### src/sv/rbpa_pkg.sv
// Shared types and constants for the rotated blit pixel address converter.
// Depends on nothing; every other file in the project refers to it by scoped names.
package rbpa_pkg;

  // Field widths fixed by the request format.
  localparam int COORD_W = 13;
  localparam int DIM_W   = 14;
  localparam int OFS_W   = 26;
  localparam int PIX_W   = 32;
  localparam int SHF_W   = 5;
  localparam int NUM_CH  = 3;

  // Register stages between request acceptance and result.
  localparam int NUM_STAGES = 4;

  // APB register map: index i sits at byte address 4*i.
  localparam int ADDR_W = 5;

  typedef enum logic [2:0] {
    REG_MODE        = 3'd0,
    REG_SCAN_STRIDE = 3'd1,
    REG_FRAME_WIDTH = 3'd2,
    REG_FRAME_HEIGHT = 3'd3,
    REG_CH_SHIFTS   = 3'd4,
    REG_RED_MASK    = 3'd5,
    REG_GREEN_MASK  = 3'd6,
    REG_BLUE_MASK   = 3'd7
  } reg_idx_t;

  typedef enum logic [1:0] {
    ROT_0   = 2'd0,
    ROT_90  = 2'd1,
    ROT_180 = 2'd2,
    ROT_270 = 2'd3
  } rot_t;

  // Bit 2 of the mode register selects conversion by shifts and masks.
  localparam int MODE_CONV_BIT = 2;

  typedef struct packed {
    logic [2:0]         mode;
    logic [DIM_W-1:0]   scan_stride;
    logic [DIM_W-1:0]   frame_width;
    logic [DIM_W-1:0]   frame_height;
    logic [29:0]        channel_shifts;
    logic [PIX_W-1:0]   red_mask;
    logic [PIX_W-1:0]   green_mask;
    logic [PIX_W-1:0]   blue_mask;
  } cfg_t;

  // Load enables of the pipeline stages, stage 0 first.
  typedef struct packed {
    logic [NUM_STAGES-1:0] en;
  } pipe_ctl_t;

endpackage

### src/sv/rbpa_stream_if.sv
// Valid/ready channel interfaces for requests and results.
// Depends on rbpa_pkg for field widths.
interface rbpa_in_if;
  logic                              valid;
  logic                              ready;
  logic [rbpa_pkg::COORD_W-1:0]      src_x;
  logic [rbpa_pkg::COORD_W-1:0]      src_y;
  logic [rbpa_pkg::COORD_W-1:0]      dst_x;
  logic [rbpa_pkg::COORD_W-1:0]      dst_y;
  logic [rbpa_pkg::DIM_W-1:0]        rect_width;
  logic [rbpa_pkg::DIM_W-1:0]        rect_height;
  logic [rbpa_pkg::DIM_W-1:0]        delta_pixels;
  logic [rbpa_pkg::COORD_W-1:0]      col;
  logic [rbpa_pkg::COORD_W-1:0]      row;
  logic [rbpa_pkg::PIX_W-1:0]        pixel_in;

  modport source (output valid, src_x, src_y, dst_x, dst_y, rect_width, rect_height,
                  delta_pixels, col, row, pixel_in, input ready);
  modport sink (input valid, src_x, src_y, dst_x, dst_y, rect_width, rect_height,
                delta_pixels, col, row, pixel_in, output ready);
endinterface

interface rbpa_out_if;
  logic                              valid;
  logic                              ready;
  logic [rbpa_pkg::OFS_W-1:0]        src_offset;
  logic [rbpa_pkg::OFS_W-1:0]        dst_offset;
  logic [rbpa_pkg::PIX_W-1:0]        pixel_out;
  logic                              position_ok;

  modport source (output valid, src_offset, dst_offset, pixel_out, position_ok,
                  input ready);
  modport sink (input valid, src_offset, dst_offset, pixel_out, position_ok,
                output ready);
endinterface

### src/sv/rotated_blit_pixel_address_convert.sv
// Rotated blit pixel address converter: source/destination offsets and pixel conversion.
// Four register stages (sums, rotation select, multiply, final add) lie between
// request acceptance and result valid.
// Throughput: one request per cycle; a stalled stage holds, empty stages still fill.
// Reset (rst_n, synchronous, active low) clears the stage valid bits and returns the
// registers to their reset values: sizes to 1, everything else to 0. No clearing pass.
module rotated_blit_pixel_address_convert #(
  parameter int MAX_DIM = 8192
) (
  input  logic                         clk,
  input  logic                         rst_n,
  rbpa_in_if.sink                      in_chan,
  rbpa_out_if.source                   out_chan,
  input  logic                         psel,
  input  logic                         penable,
  input  logic                         pwrite,
  input  logic [rbpa_pkg::ADDR_W-1:0]  paddr,
  input  logic [31:0]                  pwdata,
  output logic [31:0]                  prdata,
  output logic                         pready
);

  localparam int NS = rbpa_pkg::NUM_STAGES;

  rbpa_pkg::cfg_t       cfg;
  rbpa_pkg::pipe_ctl_t  ctl;
  logic [NS-1:0]        vld_r, vld_nxt;

  // Register file.
  rbpa_cfg #(.MAX_DIM(MAX_DIM)) u_cfg (
    .clk     (clk),
    .rst_n   (rst_n),
    .psel    (psel),
    .penable (penable),
    .pwrite  (pwrite),
    .paddr   (paddr),
    .pwdata  (pwdata),
    .prdata  (prdata),
    .pready  (pready),
    .cfg     (cfg)
  );

  // A stage loads when it is empty or the stage after it loads too.
  always_comb begin
    ctl.en[NS-1] = !vld_r[NS-1] || out_chan.ready;
    for (int k = NS-2; k >= 0; k--) begin
      ctl.en[k] = !vld_r[k] || ctl.en[k+1];
    end
    vld_nxt[0] = ctl.en[0] ? in_chan.valid : vld_r[0];
    for (int k = 1; k < NS; k++) begin
      vld_nxt[k] = ctl.en[k] ? vld_r[k-1] : vld_r[k];
    end
  end

  always_ff @(posedge clk) begin
    if (!rst_n) begin
      vld_r <= '0;
    end else begin
      vld_r <= vld_nxt;
    end
  end

  assign in_chan.ready  = ctl.en[0];
  assign out_chan.valid = vld_r[NS-1];

  // Address datapath.
  rbpa_addr #(.MAX_DIM(MAX_DIM)) u_addr (
    .clk          (clk),
    .cfg          (cfg),
    .ctl          (ctl),
    .src_x        (in_chan.src_x),
    .src_y        (in_chan.src_y),
    .dst_x        (in_chan.dst_x),
    .dst_y        (in_chan.dst_y),
    .rect_width   (in_chan.rect_width),
    .rect_height  (in_chan.rect_height),
    .delta_pixels (in_chan.delta_pixels),
    .col          (in_chan.col),
    .row          (in_chan.row),
    .src_offset   (out_chan.src_offset),
    .dst_offset   (out_chan.dst_offset),
    .position_ok  (out_chan.position_ok)
  );

  // Pixel datapath.
  rbpa_pix u_pix (
    .clk       (clk),
    .cfg       (cfg),
    .ctl       (ctl),
    .pixel_in  (in_chan.pixel_in),
    .pixel_out (out_chan.pixel_out)
  );

endmodule

### src/sv/rbpa_cfg.sv
// APB register file holding mode, frame geometry and channel conversion settings.
// Depends on rbpa_pkg for the register map and the configuration struct.
module rbpa_cfg #(
  parameter int MAX_DIM = 8192
) (
  input  logic                         clk,
  input  logic                         rst_n,
  input  logic                         psel,
  input  logic                         penable,
  input  logic                         pwrite,
  input  logic [rbpa_pkg::ADDR_W-1:0]  paddr,
  input  logic [31:0]                  pwdata,
  output logic [31:0]                  prdata,
  output logic                         pready,
  output rbpa_pkg::cfg_t               cfg
);

  rbpa_pkg::cfg_t            cfg_r;
  rbpa_pkg::reg_idx_t        reg_idx;
  logic                      wr_en;
  logic [rbpa_pkg::DIM_W-1:0] dim_val;

  assign pready  = 1'b1;
  assign reg_idx = rbpa_pkg::reg_idx_t'(paddr[rbpa_pkg::ADDR_W-1:2]);
  assign wr_en   = psel && penable && pwrite;
  assign cfg     = cfg_r;

  // Size registers saturate at the largest supported dimension.
  always_comb begin
    dim_val = pwdata[rbpa_pkg::DIM_W-1:0];
    if (32'(dim_val) > 32'(MAX_DIM)) begin
      dim_val = rbpa_pkg::DIM_W'(MAX_DIM);
    end
  end

  // Register writes.
  always_ff @(posedge clk) begin
    if (!rst_n) begin
      cfg_r.mode           <= '0;
      cfg_r.scan_stride    <= rbpa_pkg::DIM_W'(1);
      cfg_r.frame_width    <= rbpa_pkg::DIM_W'(1);
      cfg_r.frame_height   <= rbpa_pkg::DIM_W'(1);
      cfg_r.channel_shifts <= '0;
      cfg_r.red_mask       <= '0;
      cfg_r.green_mask     <= '0;
      cfg_r.blue_mask      <= '0;
    end else if (wr_en) begin
      unique case (reg_idx)
        rbpa_pkg::REG_MODE:         cfg_r.mode           <= pwdata[2:0];
        rbpa_pkg::REG_SCAN_STRIDE:  cfg_r.scan_stride    <= dim_val;
        rbpa_pkg::REG_FRAME_WIDTH:  cfg_r.frame_width    <= dim_val;
        rbpa_pkg::REG_FRAME_HEIGHT: cfg_r.frame_height   <= dim_val;
        rbpa_pkg::REG_CH_SHIFTS:    cfg_r.channel_shifts <= pwdata[29:0];
        rbpa_pkg::REG_RED_MASK:     cfg_r.red_mask       <= pwdata;
        rbpa_pkg::REG_GREEN_MASK:   cfg_r.green_mask     <= pwdata;
        rbpa_pkg::REG_BLUE_MASK:    cfg_r.blue_mask      <= pwdata;
      endcase
    end
  end

  // Read data is selected straight from the registers.
  always_comb begin
    unique case (reg_idx)
      rbpa_pkg::REG_MODE:         prdata = 32'(cfg_r.mode);
      rbpa_pkg::REG_SCAN_STRIDE:  prdata = 32'(cfg_r.scan_stride);
      rbpa_pkg::REG_FRAME_WIDTH:  prdata = 32'(cfg_r.frame_width);
      rbpa_pkg::REG_FRAME_HEIGHT: prdata = 32'(cfg_r.frame_height);
      rbpa_pkg::REG_CH_SHIFTS:    prdata = 32'(cfg_r.channel_shifts);
      rbpa_pkg::REG_RED_MASK:     prdata = cfg_r.red_mask;
      rbpa_pkg::REG_GREEN_MASK:   prdata = cfg_r.green_mask;
      rbpa_pkg::REG_BLUE_MASK:    prdata = cfg_r.blue_mask;
    endcase
  end

endmodule

### src/sv/rbpa_addr.sv
// Four-stage address datapath: coordinate sums, rotation select, multiply, final add.
// Depends on rbpa_pkg for widths, rotation codes and the stage enable struct.
module rbpa_addr #(
  parameter int MAX_DIM = 8192
) (
  input  logic                          clk,
  input  rbpa_pkg::cfg_t                cfg,
  input  rbpa_pkg::pipe_ctl_t           ctl,
  input  logic [rbpa_pkg::COORD_W-1:0]  src_x,
  input  logic [rbpa_pkg::COORD_W-1:0]  src_y,
  input  logic [rbpa_pkg::COORD_W-1:0]  dst_x,
  input  logic [rbpa_pkg::COORD_W-1:0]  dst_y,
  input  logic [rbpa_pkg::DIM_W-1:0]    rect_width,
  input  logic [rbpa_pkg::DIM_W-1:0]    rect_height,
  input  logic [rbpa_pkg::DIM_W-1:0]    delta_pixels,
  input  logic [rbpa_pkg::COORD_W-1:0]  col,
  input  logic [rbpa_pkg::COORD_W-1:0]  row,
  output logic [rbpa_pkg::OFS_W-1:0]    src_offset,
  output logic [rbpa_pkg::OFS_W-1:0]    dst_offset,
  output logic                          position_ok
);

  localparam int DW = rbpa_pkg::DIM_W;
  localparam int OW = rbpa_pkg::OFS_W;

  // Stage 0 registers.
  logic [DW-1:0] sum_y_r, sum_x_r, dsum_y_r, dsum_x_r, delta_r;
  logic          ok0_r;
  logic [DW-1:0] delta_sat;

  // Stage 1 registers.
  logic [OW-1:0] mop1_r, add1_r;
  logic [DW-1:0] dsum_y1_r, dsum_x1_r, delta1_r;
  logic          ok1_r;
  logic [OW-1:0] wy, hy, wx, hx, mop_nxt, add_nxt;

  // Stage 2 registers.
  logic [OW-1:0] prod2_r, add2_r, dprod2_r;
  logic [DW-1:0] dadd2_r;
  logic          ok2_r;
  logic [OW+DW-1:0] src_prod;
  logic [2*DW-1:0]  dst_prod;

  // Stage 3 registers.
  logic [OW-1:0] src_off_r, dst_off_r;
  logic          ok3_r;

  // Destination pitch saturates like the size registers.
  always_comb begin
    delta_sat = delta_pixels;
    if (32'(delta_pixels) > 32'(MAX_DIM)) begin
      delta_sat = DW'(MAX_DIM);
    end
  end

  // Stage 0: absolute coordinates and the bounds check.
  always_ff @(posedge clk) begin
    if (ctl.en[0]) begin
      sum_y_r  <= DW'(src_y) + DW'(row);
      sum_x_r  <= DW'(src_x) + DW'(col);
      dsum_y_r <= DW'(dst_y) + DW'(row);
      dsum_x_r <= DW'(dst_x) + DW'(col);
      delta_r  <= delta_sat;
      ok0_r    <= (DW'(col) < rect_width) && (DW'(row) < rect_height);
    end
  end

  // Stage 1: mirrored coordinates, then pick multiplicand and addend per rotation.
  always_comb begin
    wy = OW'(cfg.frame_width) - OW'(sum_y_r) - OW'(1);
    hy = OW'(cfg.frame_height) - OW'(sum_y_r) - OW'(1);
    wx = OW'(cfg.frame_width) - OW'(sum_x_r) - OW'(1);
    hx = OW'(cfg.frame_height) - OW'(sum_x_r) - OW'(1);
    unique case (rbpa_pkg::rot_t'(cfg.mode[1:0]))
      rbpa_pkg::ROT_0: begin
        mop_nxt = OW'(sum_y_r);
        add_nxt = OW'(sum_x_r);
      end
      rbpa_pkg::ROT_90: begin
        mop_nxt = OW'(sum_x_r);
        add_nxt = wy;
      end
      rbpa_pkg::ROT_180: begin
        mop_nxt = hy;
        add_nxt = wx;
      end
      rbpa_pkg::ROT_270: begin
        mop_nxt = hx;
        add_nxt = OW'(sum_y_r);
      end
    endcase
  end

  always_ff @(posedge clk) begin
    if (ctl.en[1]) begin
      mop1_r    <= mop_nxt;
      add1_r    <= add_nxt;
      dsum_y1_r <= dsum_y_r;
      dsum_x1_r <= dsum_x_r;
      delta1_r  <= delta_r;
      ok1_r     <= ok0_r;
    end
  end

  // Stage 2: row multiplies; only the low offset bits are kept.
  always_comb begin
    src_prod = (OW+DW)'(mop1_r) * (OW+DW)'(cfg.scan_stride);
    dst_prod = (2*DW)'(dsum_y1_r) * (2*DW)'(delta1_r);
  end

  always_ff @(posedge clk) begin
    if (ctl.en[2]) begin
      prod2_r  <= src_prod[OW-1:0];
      dprod2_r <= dst_prod[OW-1:0];
      add2_r   <= add1_r;
      dadd2_r  <= dsum_x1_r;
      ok2_r    <= ok1_r;
    end
  end

  // Stage 3: final adds into the output register.
  always_ff @(posedge clk) begin
    if (ctl.en[3]) begin
      src_off_r <= prod2_r + add2_r;
      dst_off_r <= dprod2_r + OW'(dadd2_r);
      ok3_r     <= ok2_r;
    end
  end

  assign src_offset  = src_off_r;
  assign dst_offset  = dst_off_r;
  assign position_ok = ok3_r;

endmodule

### src/sv/rbpa_pix.sv
// Four-stage pixel datapath: left shifts, right shifts, mask and merge, output register.
// Depends on rbpa_pkg for widths, the mode bit and the stage enable struct.
module rbpa_pix (
  input  logic                        clk,
  input  rbpa_pkg::cfg_t              cfg,
  input  rbpa_pkg::pipe_ctl_t         ctl,
  input  logic [rbpa_pkg::PIX_W-1:0]  pixel_in,
  output logic [rbpa_pkg::PIX_W-1:0]  pixel_out
);

  localparam int PW = rbpa_pkg::PIX_W;
  localparam int NC = rbpa_pkg::NUM_CH;
  localparam int SW = rbpa_pkg::SHF_W;

  logic [PW-1:0] shl_r [NC];
  logic [PW-1:0] shr_r [NC];
  logic [PW-1:0] p0_r, p1_r, pix2_r, pix3_r;
  logic [PW-1:0] shl_nxt [NC];
  logic [PW-1:0] shr_nxt [NC];
  logic [PW-1:0] merged;

  // Per channel: left shift amount at bit 10*k, right shift five bits above.
  always_comb begin
    for (int k = 0; k < NC; k++) begin
      shl_nxt[k] = pixel_in << cfg.channel_shifts[10*k +: SW];
      shr_nxt[k] = shl_r[k] >> cfg.channel_shifts[10*k+SW +: SW];
    end
  end

  // Stage 0: left shifts.
  always_ff @(posedge clk) begin
    if (ctl.en[0]) begin
      shl_r <= shl_nxt;
      p0_r  <= pixel_in;
    end
  end

  // Stage 1: right shifts.
  always_ff @(posedge clk) begin
    if (ctl.en[1]) begin
      shr_r <= shr_nxt;
      p1_r  <= p0_r;
    end
  end

  // Stage 2: mask, merge, and choose between converted and native pixel.
  assign merged = (shr_r[0] & cfg.red_mask) | (shr_r[1] & cfg.green_mask) |
                  (shr_r[2] & cfg.blue_mask);

  always_ff @(posedge clk) begin
    if (ctl.en[2]) begin
      pix2_r <= cfg.mode[rbpa_pkg::MODE_CONV_BIT] ? merged : p1_r;
    end
  end

  // Stage 3: output register.
  always_ff @(posedge clk) begin
    if (ctl.en[3]) begin
      pix3_r <= pix2_r;
    end
  end

  assign pixel_out = pix3_r;

endmodule

### src/flat_wrapper.sv
// flat-port wrapper written by rule: the top's interface ports become plain ports
module rotated_blit_pixel_address_convert_flat 
#(
  parameter int MAX_DIM = 8192
)
  (clk, rst_n, psel, penable, pwrite, paddr, pwdata, prdata, pready, in_chan_valid, in_chan_src_x, in_chan_src_y, in_chan_dst_x, in_chan_dst_y, in_chan_rect_width, in_chan_rect_height, in_chan_delta_pixels, in_chan_col, in_chan_row, in_chan_pixel_in, in_chan_ready, out_chan_valid, out_chan_src_offset, out_chan_dst_offset, out_chan_pixel_out, out_chan_position_ok, out_chan_ready);
  rbpa_in_if in_chan_i ();
  rbpa_out_if out_chan_i ();
  input  logic clk;
  input  logic rst_n;
  input  logic psel;
  input  logic penable;
  input  logic pwrite;
  input  logic [rbpa_pkg::ADDR_W-1:0] paddr;
  input  logic [31:0] pwdata;
  output logic [31:0] prdata;
  output logic pready;
  input wire logic [$bits(in_chan_i.valid)-1:0] in_chan_valid;
  input wire logic [$bits(in_chan_i.src_x)-1:0] in_chan_src_x;
  input wire logic [$bits(in_chan_i.src_y)-1:0] in_chan_src_y;
  input wire logic [$bits(in_chan_i.dst_x)-1:0] in_chan_dst_x;
  input wire logic [$bits(in_chan_i.dst_y)-1:0] in_chan_dst_y;
  input wire logic [$bits(in_chan_i.rect_width)-1:0] in_chan_rect_width;
  input wire logic [$bits(in_chan_i.rect_height)-1:0] in_chan_rect_height;
  input wire logic [$bits(in_chan_i.delta_pixels)-1:0] in_chan_delta_pixels;
  input wire logic [$bits(in_chan_i.col)-1:0] in_chan_col;
  input wire logic [$bits(in_chan_i.row)-1:0] in_chan_row;
  input wire logic [$bits(in_chan_i.pixel_in)-1:0] in_chan_pixel_in;
  output wire logic [$bits(in_chan_i.ready)-1:0] in_chan_ready;
  output wire logic [$bits(out_chan_i.valid)-1:0] out_chan_valid;
  output wire logic [$bits(out_chan_i.src_offset)-1:0] out_chan_src_offset;
  output wire logic [$bits(out_chan_i.dst_offset)-1:0] out_chan_dst_offset;
  output wire logic [$bits(out_chan_i.pixel_out)-1:0] out_chan_pixel_out;
  output wire logic [$bits(out_chan_i.position_ok)-1:0] out_chan_position_ok;
  input wire logic [$bits(out_chan_i.ready)-1:0] out_chan_ready;
  assign in_chan_i.valid = in_chan_valid;
  assign in_chan_i.src_x = in_chan_src_x;
  assign in_chan_i.src_y = in_chan_src_y;
  assign in_chan_i.dst_x = in_chan_dst_x;
  assign in_chan_i.dst_y = in_chan_dst_y;
  assign in_chan_i.rect_width = in_chan_rect_width;
  assign in_chan_i.rect_height = in_chan_rect_height;
  assign in_chan_i.delta_pixels = in_chan_delta_pixels;
  assign in_chan_i.col = in_chan_col;
  assign in_chan_i.row = in_chan_row;
  assign in_chan_i.pixel_in = in_chan_pixel_in;
  assign in_chan_ready = in_chan_i.ready;
  assign out_chan_valid = out_chan_i.valid;
  assign out_chan_src_offset = out_chan_i.src_offset;
  assign out_chan_dst_offset = out_chan_i.dst_offset;
  assign out_chan_pixel_out = out_chan_i.pixel_out;
  assign out_chan_position_ok = out_chan_i.position_ok;
  assign out_chan_i.ready = out_chan_ready;
  rotated_blit_pixel_address_convert #(.MAX_DIM(MAX_DIM)) u_core (.clk(clk), .rst_n(rst_n), .in_chan(in_chan_i), .out_chan(out_chan_i), .psel(psel), .penable(penable), .pwrite(pwrite), .paddr(paddr), .pwdata(pwdata), .prdata(prdata), .pready(pready));
endmodule
### config.mk
export PLATFORM = sky130hd
export DESIGN_NAME = rotated_blit_pixel_address_convert_flat
export DESIGN_NICKNAME = d
export VERILOG_FILES = /design/src/sv/rbpa_pkg.sv /design/src/sv/rbpa_stream_if.sv /design/src/sv/rotated_blit_pixel_address_convert.sv /design/src/sv/rbpa_cfg.sv /design/src/sv/rbpa_addr.sv /design/src/sv/rbpa_pix.sv /design/src/flat_wrapper.sv
export SDC_FILE = /design/constraint.sdc
export NUM_CORES = 2
export LEC_CHECK = 0
export ABC_AREA = 1
export ABC_CLOCK_PERIOD_IN_PS = 21700
export BUFFER_PORTS_ARGS = -buffer_cell sky130_fd_sc_hd__buf_2
export CORE_AREA = 2 2 500 502
export CTS_CLUSTER_DIAMETER = 60
export DETAILED_ROUTE_END_ITERATION = 12
export DIE_AREA = 0 0 502 504
export PLACE_DENSITY = 0.38
export SLEW_MARGIN = 15
export SYNTH_ARGS = -nofsm -noshare
export SYNTH_HDL_FRONTEND = slang
export SYNTH_SLANG_ARGS = --single-unit
### constraint.sdc
create_clock -name clk -period 21.7 [get_ports clk]
set_input_delay 5.425 -clock clk [delete_from_list [all_inputs] [get_ports clk]]
set_output_delay 5.425 -clock clk [all_outputs]
set_load 0.05 [all_outputs]
==> flow_summary.json <==
{
  "status": "completed",
  "dp_hpwl_um": 165000,
  "post_cts_buffers": 0,
  "reg2reg_depth": 22,
  "grtUsageTotal_pct": 16.3,
  "routed_wl_um": 210000,
  "power_frac_comb_pct": 32.8,
  "synth_top_cell_area_share_pct": 31.9,
  "drt-pass1-iter-count": 6,
  "stdcell_count": 10300,
  "fp.dieW_um": 502,
  "seq_area_frac_synth_pct": 38.1,
  "synth_async_sr_flop_share_pct": 0,
  "power_mw": 5.87,
  "die-area_um2": 253000,
  "post-route-period-util_pct": 63.0,
  "route.detailed.drc": 0,
  "placed_area_um2": 61400,
  "hold_viol": 0,
  "io_pins": 316,
  "syn_avg_cell_area_um2": 8.38,
  "hold_depth": 0,
  "grt_antenna_before_repair": 18,
  "sw_frac_of_total_pct": 37.9,
  "port_buffers": 312,
  "seqCellArea_um2": 21600,
  "drt-met1-wl_um": 92700,
  "ir_drop_mv": 0.0739,
  "setup_violations": 0,
  "end_kind": "output pin",
  "top_layer_used": "met5",
  "clockRootBuffer": "clkbuf_16",
  "yosysWarnings": 0,
  "post_drt_wl_per_cell_um": 20.3,
  "clk_latency_ns": 0.77,
  "tns_ns": 0,
  "synth_area_leaders": "edfxtp_1, fa_1, nand2_1",
  "wl_met2_um": 102000,
  "synth_common_cells": "nand2_1, inv_1, o21ai_0",
  "ctsHoldBuffers": 0,
  "arrival_ns": 8.26,
  "switchingPower_mw": 2.22,
  "drt_iter0_drc": 3194,
  "final_max_slew_viol_count": 0,
  "globalplace.congestion": 0.884,
  "rows": 183,
  "htreeDepth": 3,
  "rrSetupSlack_ns": 14.78,
  "slew_headroom_pct": 28.0,
  "synthCells": 6754,
  "via_per_inst": 4.47,
  "ys.flop_type": "edfxtp_1",
  "num_vias": 46300,
  "start_util_pct": 22.9,
  "min_from": "u_core.u_addr.add1_r[13]",
  "finalClockSkew_ns": 0.0691,
  "yosysMostFrequentCell": "nand2_1",
  "p_int_mw": 3.65,
  "ant_nets": 0,
  "worstPathRequired_ns": 16.27,
  "final_cell_area_um2": 65300,
  "grt_pass1_wl_um": 308000,
  "clockPowerShare_pct": 31.8,
  "yosysUniqueCellTypes": 58,
  "clk_pin_slew_ns": 0.05,
  "grt_max_degree": 77,
  "core-area_um2": 248000,
  "hp-class": "reg2reg",
  "numCtsBuffers": 114,
  "wl_met3_um": 8470,
  "cts_tree": "built",
  "p_seq_share_pct": 35.4,
  "power.density_nw_per_um2": 89.9,
  "dp.cells": 10100,
  "r2r-end": "u_core.u_addr.prod2_r[25]",
  "cts-resized-gates": 0,
  "fillers": 26800,
  "power.leakage_nw": 29.8,
  "ys_ff_latch": 777,
  "synth_edf_count": 602,
  "start_kind": "input pin",
  "synth_nets": 7570,
  "worst_pin_slew_ns": 1.08,
  "grt_pass1_vias": 45700,
  "clock_path_buffers": 3,
  "numClockSinks": 777,
  "grt_setup_unrepaired": "false",
  "timing.fmax_mhz": 73.1,
  "synthToLayoutAreaGrowth_pct": 15.3,
  "nets": 7720,
  "whs_endpoint": "u_core.u_addr.add2_r[13]",
  "multi_input_area_um2": 30100,
  "post-synth-top-area-cell": "edfxtp_1",
  "syn_area_um2": 56600,
  "path_class": "in2out",
  "drive_above_1_share_pct": 9.08,
  "max_cap_viol_count": 0,
  "layout_min_cycle_time_ns": 13.68,
  "fp.dieH_um": 504,
  "cp_max_fo": 74,
  "r2r-start": "u_core.u_cfg.cfg[156]",
  "grt_overflow": 0
}
[power groups by stage]
stage,combinational [mW],clock [mW],sequential [mW]
final,1.93,1.87,2.08
after global routing,2.20,1.99,2.10
after CTS,1.96,1.93,2.09
after detailed placement,1.95,0,2.12
after global placement,1.95,0,2.12
after floorplan,1.27,0,2.15
[critical path, cell delays in order]
cell and delay, ns:
buf_2 0.10, nor2_1 0.17, inv_4 0.24, nor2_1 0.31, inv_6 0.29, nor2_1 0.65
nand2_8 0.56, buf_2 0.45
[layer usage]
layer / global-route usage, % / up-vias
met5: 0 / -
met4: 5.27 / 4
met3: 2.00 / 263
met2: 28.0 / 1069
met1: 21.2 / 22400
li1: - / 22500
[final cells by class]
class,count,area share [%]
tap,3330,6.38
antenna,11,0.0422
timing repair buffer,364,2.99
inverter,977,5.64
multi-input combinational,4670,46.0
clock inverter,83,1.32
sequential,777,33.1
clock buffer,134,4.55
[placed cells by master (no fill, tap or decap), drive strengths merged, types with 18 or more instances in the layout]
master / count
a21oi: 398
a22oi: 49
a31oi: 56
buf: 364
clkbuf: 134
clkinv: 42
dfxtp: 175
edfxtp: 602
fa: 337
ha: 283
inv: 1005
mux2i: 92
nand2: 1619
nand3: 201
nand4: 45
nor2: 477
nor3: 31
o211ai: 42
o21ai: 697
o221ai: 31
o22ai: 27
or2: 18
xnor2: 61
xor2: 115
[worst max-delay path by stage]
stage / from / endpoint / slack (ns) / cells past startpoint
5_1_grt: out_chan_ready / in_chan_ready / 7.70 / 8
3_3_place_gp: out_chan_ready / in_chan_ready / 7.44 / 8
6_report: out_chan_ready / in_chan_ready / 8.02 / 8
2_1_floorplan: out_chan_ready / in_chan_ready / 1.88 / 6
3_5_place_dp: out_chan_ready / in_chan_ready / 7.45 / 8
4_1_cts: out_chan_ready / in_chan_ready / 7.45 / 8
[cell families after synthesis]
| kind of cell | synth area share, % |
|---|---|
| buf+inv | 8.84 |
| flops | 38.1 |
| fa+ha+maj | 18.2 |
| compound gates | 13.4 |
| mux | 1.63 |
| other cells | 0.00662 |
| xor+xnor | 2.76 |
| simple gates | 17.1 |
[sequential cells by signal, indices dropped and copies added, names as in the netlist, 16 cells and up]
name / count
u_core.u_addr.add1_r: 16
u_core.u_addr.add2_r: 16
u_core.u_addr.dprod2_r: 26
u_core.u_addr.dst_offset: 26
u_core.u_addr.mop1_r: 16
u_core.u_addr.prod2_r: 26
u_core.u_addr.src_offset: 26
u_core.u_cfg.cfg: 171
u_core.u_pix.p0_r: 32
u_core.u_pix.p1_r: 32
u_core.u_pix.pix2_r: 32
u_core.u_pix.pixel_out: 32
u_core.u_pix.shl_r: 96
u_core.u_pix.shr_r: 96
[stage by stage]
step	worst slack, ns	hold WS (ns)	utilization, %
after floorplan	1.88	0.400	-
after global placement	7.44	0.401	24.8
after detailed placement	7.45	0.405	24.8
after CTS	7.45	0.367	26.4
after global routing	7.70	0.384	26.4
final	8.02	0.375	26.4
No activity file was read; power rests on OpenSTA's default activity.
